<file path="src/sv/lphs_pkg.sv">
// ----------------------------------------------------------------------------
// lphs_pkg
// Shared constants and types of the linear-probing hash set: table geometry,
// field widths, action codes and slot status codes.
// ----------------------------------------------------------------------------
`default_nettype none

package lphs_pkg;

   // table geometry
   localparam int TABLE_DEPTH = 64;
   localparam int ADDR_W      = $clog2(TABLE_DEPTH);
   localparam int CNT_W       = ADDR_W + 1;

   // field widths
   localparam int KEY_W    = 31;
   localparam int BIT_W    = $clog2(KEY_W);
   localparam int CAP_W    = 7;
   localparam int ACTION_W = 2;

   localparam logic [CAP_W-1:0] CAP_RESET = 7'd64;

   // request actions, the fourth code is a no-op that reports failure
   typedef enum logic [ACTION_W-1:0] {
      ACT_SEARCH = 2'd0,
      ACT_INSERT = 2'd1,
      ACT_ERASE  = 2'd2
   } action_type;

   // slot status codes
   typedef enum logic [1:0] {
      ST_EMPTY   = 2'd0,
      ST_USED    = 2'd1,
      ST_DELETED = 2'd2
   } status_type;

endpackage

`default_nettype wire

</file>
<file path="src/sv/linear_probe_hash_set.sv">
// ----------------------------------------------------------------------------
// linear_probe_hash_set
// Open-addressed hash set of 31-bit keys with linear probing and tombstones.
// An insert on a full count or an unused action answers on the cycle after
// acceptance. Otherwise the home slot is found one key bit a cycle through a
// shared compare/subtract, then the slot memory read is primed and one slot
// is probed per cycle, at most capacity slots. busy stays high through the
// result cycle; the next item can start on the following cycle. The receiver
// cannot stall.
// Reset: all slots empty (per-slot valid flops), stored count zero,
// capacity 64; no clearing pass is needed.
// ----------------------------------------------------------------------------
`default_nettype none

module linear_probe_hash_set (
   input  wire logic                          clock,
   input  wire logic                          reset,
   input  wire logic                          start,
   output logic                               busy,
   input  wire logic [lphs_pkg::ACTION_W-1:0] req_action,
   input  wire logic [lphs_pkg::KEY_W-1:0]    req_key,
   output logic                               rsp_strobe,
   output logic                               rsp_success,
   input  wire logic                          csr_we,
   input  wire logic [lphs_pkg::CAP_W-1:0]    csr_wdata
);

   typedef enum logic [3:0] {
      S_IDLE  = 4'b0001,
      S_HASH  = 4'b0010,
      S_PROBE = 4'b0100,
      S_RESP  = 4'b1000
   } state_type;

   // control state
   state_type                         state_ff, state_in;
   logic [lphs_pkg::CAP_W-1:0]        cap_ff;
   logic [lphs_pkg::CAP_W-1:0]        count_ff, count_in;
   logic [lphs_pkg::BIT_W-1:0]        bit_ff, bit_in;
   logic [lphs_pkg::ADDR_W-1:0]       rem_ff, rem_in;
   logic [lphs_pkg::ADDR_W-1:0]       rd_addr_ff, rd_addr_in;
   logic [lphs_pkg::ADDR_W-1:0]       chk_addr_ff;
   logic                              chk_vld_ff, chk_vld_in;
   logic [lphs_pkg::CNT_W-1:0]        probe_cnt_ff, probe_cnt_in;
   logic                              success_ff, success_in;
   logic [lphs_pkg::TABLE_DEPTH-1:0]  slot_vld_ff;

   // item payload
   lphs_pkg::action_type              action_ff, action_in;
   logic [lphs_pkg::KEY_W-1:0]        key_ff, key_in;

   // slot memories and their registered read data
   logic [lphs_pkg::KEY_W-1:0]        key_mem [lphs_pkg::TABLE_DEPTH];
   lphs_pkg::status_type              stat_mem [lphs_pkg::TABLE_DEPTH];
   logic [lphs_pkg::KEY_W-1:0]        rkey_ff;
   lphs_pkg::status_type              rstat_ff;

   // write port controls
   logic                              wr_key_en;
   logic                              wr_stat_en;
   lphs_pkg::status_type              wr_stat;

   // derived values
   logic [lphs_pkg::CNT_W-1:0]        cap_eff;
   logic [lphs_pkg::CNT_W-1:0]        shifted;
   logic [lphs_pkg::CNT_W-1:0]        rd_addr_inc;
   logic [lphs_pkg::ADDR_W-1:0]       rd_addr_nxt;
   logic                              slot_used;
   logic                              slot_match;
   logic                              count_full;
   logic                              last_probe;

   // effective capacity: zero reads as one, saturate at the table depth
   always_comb begin
      if (32'(cap_ff) > lphs_pkg::TABLE_DEPTH) begin
         cap_eff = lphs_pkg::CNT_W'(lphs_pkg::TABLE_DEPTH);
      end else if (cap_ff == '0) begin
         cap_eff = lphs_pkg::CNT_W'(1);
      end else begin
         cap_eff = lphs_pkg::CNT_W'(cap_ff);
      end
   end

   // one restoring remainder step and the wrapping probe address
   assign shifted     = {rem_ff, key_ff[bit_ff]};
   assign rd_addr_inc = {1'b0, rd_addr_ff} + lphs_pkg::CNT_W'(1);
   assign rd_addr_nxt = (rd_addr_inc == cap_eff) ? '0 : rd_addr_inc[lphs_pkg::ADDR_W-1:0];

   // slot compare on the registered read data
   assign slot_used  = (rstat_ff == lphs_pkg::ST_USED);
   assign slot_match = slot_used && (rkey_ff == key_ff);
   assign count_full = (32'(count_ff) >= 32'(cap_eff));
   assign last_probe = ((probe_cnt_ff + lphs_pkg::CNT_W'(1)) == cap_eff);

   // sequencer
   always_comb begin
      state_in     = state_ff;
      action_in    = action_ff;
      key_in       = key_ff;
      count_in     = count_ff;
      bit_in       = bit_ff;
      rem_in       = rem_ff;
      rd_addr_in   = rd_addr_ff;
      chk_vld_in   = 1'b0;
      probe_cnt_in = probe_cnt_ff;
      success_in   = success_ff;
      wr_key_en    = 1'b0;
      wr_stat_en   = 1'b0;
      wr_stat      = lphs_pkg::ST_USED;

      case (state_ff)
         S_IDLE: begin
            if (start) begin
               action_in  = lphs_pkg::action_type'(req_action);
               key_in     = req_key;
               rem_in     = '0;
               bit_in     = lphs_pkg::BIT_W'(lphs_pkg::KEY_W - 1);
               success_in = 1'b0;
               case (lphs_pkg::action_type'(req_action))
                  lphs_pkg::ACT_SEARCH,
                  lphs_pkg::ACT_ERASE: state_in = S_HASH;
                  lphs_pkg::ACT_INSERT: begin
                     state_in = count_full ? S_RESP : S_HASH;
                  end
                  default: state_in = S_RESP;
               endcase
            end
         end

         // home slot = key mod capacity, msb first
         S_HASH: begin
            if (shifted >= cap_eff) begin
               rem_in = lphs_pkg::ADDR_W'(shifted - cap_eff);
            end else begin
               rem_in = lphs_pkg::ADDR_W'(shifted);
            end
            bit_in = bit_ff - lphs_pkg::BIT_W'(1);
            if (bit_ff == '0) begin
               rd_addr_in   = rem_in;
               probe_cnt_in = '0;
               state_in     = S_PROBE;
            end
         end

         // reads run one slot ahead of the compare
         S_PROBE: begin
            rd_addr_in = rd_addr_nxt;
            chk_vld_in = 1'b1;
            if (chk_vld_ff) begin
               probe_cnt_in = probe_cnt_ff + lphs_pkg::CNT_W'(1);
               if (action_ff == lphs_pkg::ACT_INSERT) begin
                  if (slot_match) begin
                     success_in = 1'b0;
                     state_in   = S_RESP;
                  end else if (!slot_used) begin
                     wr_key_en  = 1'b1;
                     wr_stat_en = 1'b1;
                     wr_stat    = lphs_pkg::ST_USED;
                     count_in   = count_ff + lphs_pkg::CAP_W'(1);
                     success_in = 1'b1;
                     state_in   = S_RESP;
                  end else if (last_probe) begin
                     success_in = 1'b0;
                     state_in   = S_RESP;
                  end
               end else begin
                  if (rstat_ff == lphs_pkg::ST_EMPTY) begin
                     success_in = 1'b0;
                     state_in   = S_RESP;
                  end else if (slot_match) begin
                     wr_stat_en = (action_ff == lphs_pkg::ACT_ERASE);
                     wr_stat    = lphs_pkg::ST_DELETED;
                     success_in = 1'b1;
                     state_in   = S_RESP;
                  end else if (last_probe) begin
                     success_in = 1'b0;
                     state_in   = S_RESP;
                  end
               end
               if (state_in == S_RESP) begin
                  chk_vld_in = 1'b0;
               end
            end
         end

         S_RESP: begin
            state_in = S_IDLE;
         end

         default: begin
            state_in = S_IDLE;
         end
      endcase
   end

   // control registers
   always_ff @(posedge clock) begin
      if (reset) begin
         state_ff     <= S_IDLE;
         cap_ff       <= lphs_pkg::CAP_RESET;
         count_ff     <= '0;
         chk_vld_ff   <= 1'b0;
         probe_cnt_ff <= '0;
         bit_ff       <= '0;
         rem_ff       <= '0;
         rd_addr_ff   <= '0;
         success_ff   <= 1'b0;
      end else begin
         state_ff     <= state_in;
         count_ff     <= count_in;
         chk_vld_ff   <= chk_vld_in;
         probe_cnt_ff <= probe_cnt_in;
         bit_ff       <= bit_in;
         rem_ff       <= rem_in;
         rd_addr_ff   <= rd_addr_in;
         success_ff   <= success_in;
         if (csr_we) begin
            cap_ff <= csr_wdata;
         end
      end
   end

   // payload registers
   always_ff @(posedge clock) begin
      action_ff <= action_in;
      key_ff    <= key_in;
   end

   // per-slot valid flags: a slot never written reads as empty
   always_ff @(posedge clock) begin
      if (reset) begin
         slot_vld_ff <= '0;
      end else if (wr_stat_en) begin
         slot_vld_ff[chk_addr_ff] <= 1'b1;
      end
   end

   // slot memory writes
   always_ff @(posedge clock) begin
      if (wr_key_en) begin
         key_mem[chk_addr_ff] <= key_ff;
      end
      if (wr_stat_en) begin
         stat_mem[chk_addr_ff] <= wr_stat;
      end
   end

   // slot memory reads, registered
   always_ff @(posedge clock) begin
      rkey_ff     <= key_mem[rd_addr_ff];
      rstat_ff    <= slot_vld_ff[rd_addr_ff] ? stat_mem[rd_addr_ff] : lphs_pkg::ST_EMPTY;
      chk_addr_ff <= rd_addr_ff;
   end

   // outputs
   assign busy        = (state_ff != S_IDLE);
   assign rsp_strobe  = (state_ff == S_RESP);
   assign rsp_success = success_ff;

endmodule

`default_nettype wire
</file>
<file path="config.mk">
export PLATFORM = sky130hd
export DESIGN_NAME = linear_probe_hash_set
export DESIGN_NICKNAME = d
export VERILOG_FILES = /design/src/sv/lphs_pkg.sv /design/src/sv/linear_probe_hash_set.sv
export SDC_FILE = /design/constraint.sdc
export NUM_CORES = 2
export LEC_CHECK = 0
export BUFFER_PORTS_ARGS = -buffer_cell sky130_fd_sc_hd__buf_2
export CORE_ASPECT_RATIO = 2
export CORE_UTILIZATION = 55
export CTS_CLUSTER_DIAMETER = 40
export DETAILED_ROUTE_END_ITERATION = 10
export GPL_TIMING_DRIVEN = 1
export MAX_ROUTING_LAYER = met4
export PLACE_DENSITY_LB_ADDON = 0.05
export SETUP_SLACK_MARGIN = 0.15
export SLEW_MARGIN = 20
export SYNTH_ARGS = -nofsm -noshare
export SYNTH_HDL_FRONTEND = slang
export SYNTH_SLANG_ARGS = --single-unit
</file>
<file path="constraint.sdc">
create_clock -name clock -period 9.14 [get_ports clock]
set_clock_uncertainty 0.15 [all_clocks]
set_input_delay 0.457 -clock clock [delete_from_list [all_inputs] [get_ports clock]]
set_output_delay 0.457 -clock clock [all_outputs]
set_load 0.01 [all_outputs]
</file>
# Word level (Yosys, flattened, before mapping)

Memories as Yosys holds them, arrays and structs flattened. A register that Yosys moved wholly into a read port is not among the register bits.
Index checks and enable logic that the tools add are counted.

Bits of input ports: 44
Register bits: 147
Logic and storage cells: 130
RAM bits: 2112
Memories kept: 2
Output and inout bits: 3

Bitwise logic cells: 4
Order comparisons: 7
Add/subtract/negate cells: 5
Mux-type cells: 63
Eq/ne operators: 17
Reductions and logical operators: 19

Memory list:

| memory   | words | width | rd ports | clocked after Yosys merged registers in | write ports | line                        | RTL |
|---|---|---|---|---|---|---|---|
| key_mem  | 64    | 31    | 1        | 1                                       | 1           | linear_probe_hash_set.sv:53 | `logic [lphs_pkg::KEY_W-1:0] key_mem [lphs_pkg::TABLE_DEPTH];` |
| stat_mem | 64    | 2     | 1        | 1                                       | 1           | linear_probe_hash_set.sv:54 | `lphs_pkg::status_type stat_mem [lphs_pkg::TABLE_DEPTH];` |

Operators with widths:

| kind                                                                         | count |
|---|---|
| 64-bit OR                                                                    | 1 |
| 4-bit 2-to-1 mux                                                             | 12 |
| 31-bit == test                                                               | 1 |
| 7-bit 2-to-1 mux                                                             | 4 |
| 1-bit 2-to-1 mux                                                             | 27 |
| 6-bit 2-to-1 mux                                                             | 4 |
| 6-bit case mux with 2 select lines                                           | 2 |
| 7-bit by 1-bit adder with 7-bit output, second input constant                | 2 |
| 7-bit == test                                                                | 2 |
| 7-bit >= comparator                                                          | 2 |
| 6-bit by 7-bit less-than comparator with 1-bit output, second input constant | 2 |
| 7-bit case mux with 2 select lines                                           | 1 |
| 4-bit case mux with 3 select lines                                           | 1 |
| 2-bit 2-to-1 mux                                                             | 5 |
| 5-bit case mux with 2 select lines                                           | 1 |
| 3-bit AND reduction                                                          | 3 |
| 4-bit == test, second input constant                                         | 2 |
| 4-bit case mux with 2 select lines                                           | 1 |
| 6-bit by 1-bit adder with 7-bit output, second input constant                | 1 |
| 7-bit greater-than comparator, second input constant                         | 1 |
| 7-bit logical NOT                                                            | 1 |
| 1-bit binary-select mux with 6-bit select                                    | 1 |
| 1-bit demux with 6-bit select                                                | 1 |
| 2-bit by 1-bit == test with 1-bit output, second input constant              | 3 |
| 22 further kinds                                                             | 34 |

# Logic depth before layout (Yosys ltp)

Depth in word-level cells: 13
Gate-level depth with buffers: 14
Mapped depth without buffers: 13

# Worst setup path before layout

Ideal clock, no wire load.

Path kind: flip-flop to flip-flop
Start point: register key_ff[5] in the netlist's numbering
End point: memory stat_mem[0][0] in the netlist's numbering, data pin
Setup slack: 1.937 ns
Library setup time: 0.606 ns
Path buffers: 0
Stages on the path, launching flop included: 7
Arrival time: 6.447 ns
Data required time: 8.384 ns
Period minus slack after synthesis: 7.203 ns
Cell sequence: edfxtp_1 xnor2_1 nand4_1 or4_1 or4b_1 nor3_1 inv_1

Longest elaborated chain between the ends: 7

RTL lines:

| item                     | line                         | RTL |
|---|---|---|
| start: declaration       | linear_probe_hash_set.sv:50  | `logic [lphs_pkg::KEY_W-1:0] key_ff, key_in;` |
| start signal: assignment | linear_probe_hash_set.sv:226 | `key_ff <= key_in;` |
| 31-bit == test           | linear_probe_hash_set.sv:91  | `assign slot_match = slot_used && (rkey_ff == key_ff);` |
| 1-bit logical AND        | linear_probe_hash_set.sv:91  |  |
| 2-bit 2-to-1 mux         | linear_probe_hash_set.sv:170 | `end else if (slot_match) begin` |
| 2-bit 2-to-1 mux         | linear_probe_hash_set.sv:167 | `if (rstat_ff == lphs_pkg::ST_EMPTY) begin` |
| 2-bit 2-to-1 mux         | linear_probe_hash_set.sv:151 | `if (action_ff == lphs_pkg::ACT_INSERT) begin` |
| 2-bit 2-to-1 mux         | linear_probe_hash_set.sv:149 | `if (chk_vld_ff) begin` |
| 2-bit 2-to-1 mux         | linear_probe_hash_set.sv:111 | `case (state_ff)` |
| via wr_stat[0]           | linear_probe_hash_set.sv:61  | `lphs_pkg::status_type wr_stat;` |
| end: declaration         | linear_probe_hash_set.sv:54  |  |

The timed path passes the listed nets, and every way through them passes these cells.

# Worst setup path in the final report

Start point: register key_ff[23] in the netlist's numbering
End point: memory stat_mem[1][0] in the netlist's numbering, data pin

Same word-level chain as after synthesis.

==> out/results.tsv <==
metric	value	unit
clkLatencyLatePin	850	ps
syn_area	88800	µm²
grt_max_degree	140	
met1Wirelength	84600	µm
start_util	55.4	%
num_io_pins	47	
cts_max_level	4	
die_w	286	µm
wl_per_cell	36.1	µm
crit_path_end_kind	flop	
holdBufCountCts	49	
cts_buffers	208	
fin_crit	4990	ps
power.density	212	nW/µm²
hold_viol	0	
synth_ff_type	edfxtp_1	
hold_end	count_ff[4]	
fp.dieH	570	µm
drc_errors	0	
layout_setup_ws	4150	ps
net-switching-power	4.54	mW
final_cells	6526	
status	complete, no violations	
path_clk_slew	60	ps
synth_area_per_cell	22.1	µm²
final_common_cell	edfxtp_1	
synthAdderAreaFrac	0.273	%
wl_met3	12500	µm
layout_common_cells	edfxtp_1, mux4_2, clkbuf_16	
synth_xor_area_share	0.562	%
drt_iter0_markers	4335	
via_count	42800	
reg2regPathDepth	10	
slew_viol_final	0	
irDropWorstVdd	0.206	mV
post-place-cells	6096	
dr_wl_met2	130000	µm
ys_seq_area_share	75.8	%
nNetsFinal	4317	
overflow	0	
antenna_found_initial	4	
grt.total_usage	30.4	%
clkPwrFrac	39.9	%
clk_path_buf_depth	4	
slew_headroom	27.9	%
power_frac_comb	4.3	%
holdCritPathClass	input port to flop	
cts-root-buf	clkbuf_16	
finalSetupViolations	0	
fp.dieArea	163000	µm²
cts_num_sinks	2292	
crit_type	flop to flop	
highest_layer	met4	
synth_edf_count	2145	
cts.repair.resized	0	
layout-drive-gt1-share	29.3	%
yosys_warnings	0	
finalWirelength	235000	µm
synth-compound-area-share	1.52	%
dr.pass1.iters	5	
drv_cap	0	
syn_to_final_growth	11.9	%
fin_tns_setup	0	ps
async_flop_share	0	%
ys_seq_elements	2292	
io_buffers	46	
power.internal	16.6	mW
regToRegSetupSlack	4150	ps
crit_required	9500	ps
synth.area.mux_share	18.4	%
cts_tree	yes	
hold_depth	3	
rr_startpoint	key_ff[23]	
core_area	160000	µm²
post-place-ws	4180	ps
place_hpwl	133000	µm
leakage	29.8	nW
yosys.area_share.simple	2.30	%
placementRows	208	
r2r-end	stat_mem[1][0]	
gp_congestion	0.831	
crit_fanout	65	
synth_nets	4081	
grt_pass1_vias	44400	
rsz0062_at_grt	no	
grt_pass1_wl	332000	µm
start_kind	flop	
postRouteAntennaNets	0	
fmax	0.201	GHz
tightest_slew	1080	ps
syn_inst	4019	
p_sw_share	21.5	%
arrival	5340	ps
num-fill-cells	11200	
finalPower	21.1	mW
ys_types	70	
post_cts_buffers	0	
fin_crit_sh	54.6	%
vias_per_cell	6.56	
power_frac_seq	55.7	%
hold_start	reset	
synth_top_family_by_area	multiplexers	
-- sequential cells by signal (all words and copies together) (netlist names) --
| register | count |
|---|---|
| count_ff | 7 |
| slot_vld_ff | 64 |
| chk_addr_ff | 6 |
| rstat_ff | 2 |
| stat_mem | 128 |
| rem_ff | 6 |
| state_ff | 4 |
| rd_addr_ff | 6 |
| key_ff | 31 |
| bit_ff | 5 |
| rkey_ff | 31 |
| chk_vld_ff | 1 |
| action_ff | 2 |
| cap_ff | 7 |
| probe_cnt_ff | 7 |
| key_mem | 1984 |
| rsp_success | 1 |
-- stage by stage --
stage / util, % / cell area, µm² / hold slack (ps)
2_1_floorplan: - / 88800 / 176
3_3_place_gp: 57.7 / 92500 / 292
3_5_place_dp: 57.7 / 92500 / 290
4_1_cts: 62.0 / 99400 / 122
5_1_grt: 62.0 / 99400 / 174
6_report: 62.0 / 99400 / 161
-- how the worst max path moves through the flow --
stage | to | depth (start not counted) | startpoint | slack (ps)
global route | stat_mem[1][0] | 10 | key_ff[23] | 3840
detailed placement | stat_mem[0][0] | 10 | key_ff[23] | 4180
global placement | rkey_ff[1] | 7 | rd_addr_ff[0] | 4210
floorplan | stat_mem[0][0] | 6 | key_ff[5] | 1940
CTS | stat_mem[1][0] | 10 | key_ff[23] | 4170
finish | stat_mem[1][0] | 10 | key_ff[23] | 4150
-- layer usage --
layer  vias to the layer above  GRT usage [%]
li1                      17300              -
met1                     23600           36.5
met2                      1534           53.9
met3                       394           3.02
met4                         0           9.83
met5                         -              -
-- worst max-delay path, stage by stage, from the launching register on --
cell	delay, ps
edfxtp_1	320
buf_4	380
buf_4	320
xnor2_1	180
nand4_1	110
nor4b_1	630
or4b_1	650
nor3_2	330
buf_4	580
inv_1	530
buf_4	400
-- cell families (layout without fill, tap and decap cells) --
group / Yosys count / count (layout)
flops: 2292 / 2292
mux: 751 / 751
simple gates: 432 / 432
buf+inv: 242 / 645
compound gates: 226 / 226
xor+xnor: 57 / 57
fa+ha+maj: 19 / 19
other cells: 0 / 4
-- cell usage after synthesis, types with 3 or more instances --
cell type  instances  share of area (%)
nand2b_1          11              0.077
and4_1             4              0.039
or3b_2             3              0.030
o2bb2ai_1          3              0.030
ha_1              17               0.24
a21oi_1           76               0.43
and2_1             9              0.063
a31oi_1            3              0.021
nor3b_1            5              0.042
edfxtp_1        2145                 73
mux2i_1           32               0.36
dfxtp_1          147                3.3
nand4_1           16               0.11
xnor2_1           47               0.46
mux2_2            16               0.20
nor2_1           243                1.0
a211oi_1          24               0.20
a22oi_1            3              0.025
nand2_1           60               0.25
nor2_2             5              0.035
mux4_2           703                 18
a21o_1             4              0.034
inv_1             32               0.14
buf_1             22              0.093
nand3_1           15              0.085
o21ai_0           67               0.38
nor3_1            13              0.073
o32ai_1            4              0.039
clkbuf_1         123               0.52
buf_4              3              0.025
o21ai_1            9              0.051
buf_2             62               0.35
nor2b_1           11              0.077
o31ai_1            3              0.025
o211ai_1           7              0.059
and3_1             7              0.049
or3_1              6              0.042
a2bb2oi_1          3              0.030
xor2_1            10              0.099
-- power groups by stage --
stage               sequential (mW)  combinational (mW)  clock, mW
finish                         11.8               0.916       8.43
global route                   11.8               0.971       8.90
CTS                            11.8               0.918       8.54
detailed placement             12.0               0.901          0
global placement               12.0               0.878          0
floorplan                      12.1               0.369          0
-- area by class of cell --
type	count	area, µm²	area share (%)
multi-input cells	1485	21000	21.1
diodes	4	10.0	0.0101
clock inverters	110	890	0.895
flip-flops and latches	2292	67400	67.8
well taps	2100	2630	2.64
repair buffers	236	1880	1.89
inverters	32	120	0.121
clock buffers	267	5550	5.58
(Power assumes the default switching activity.)
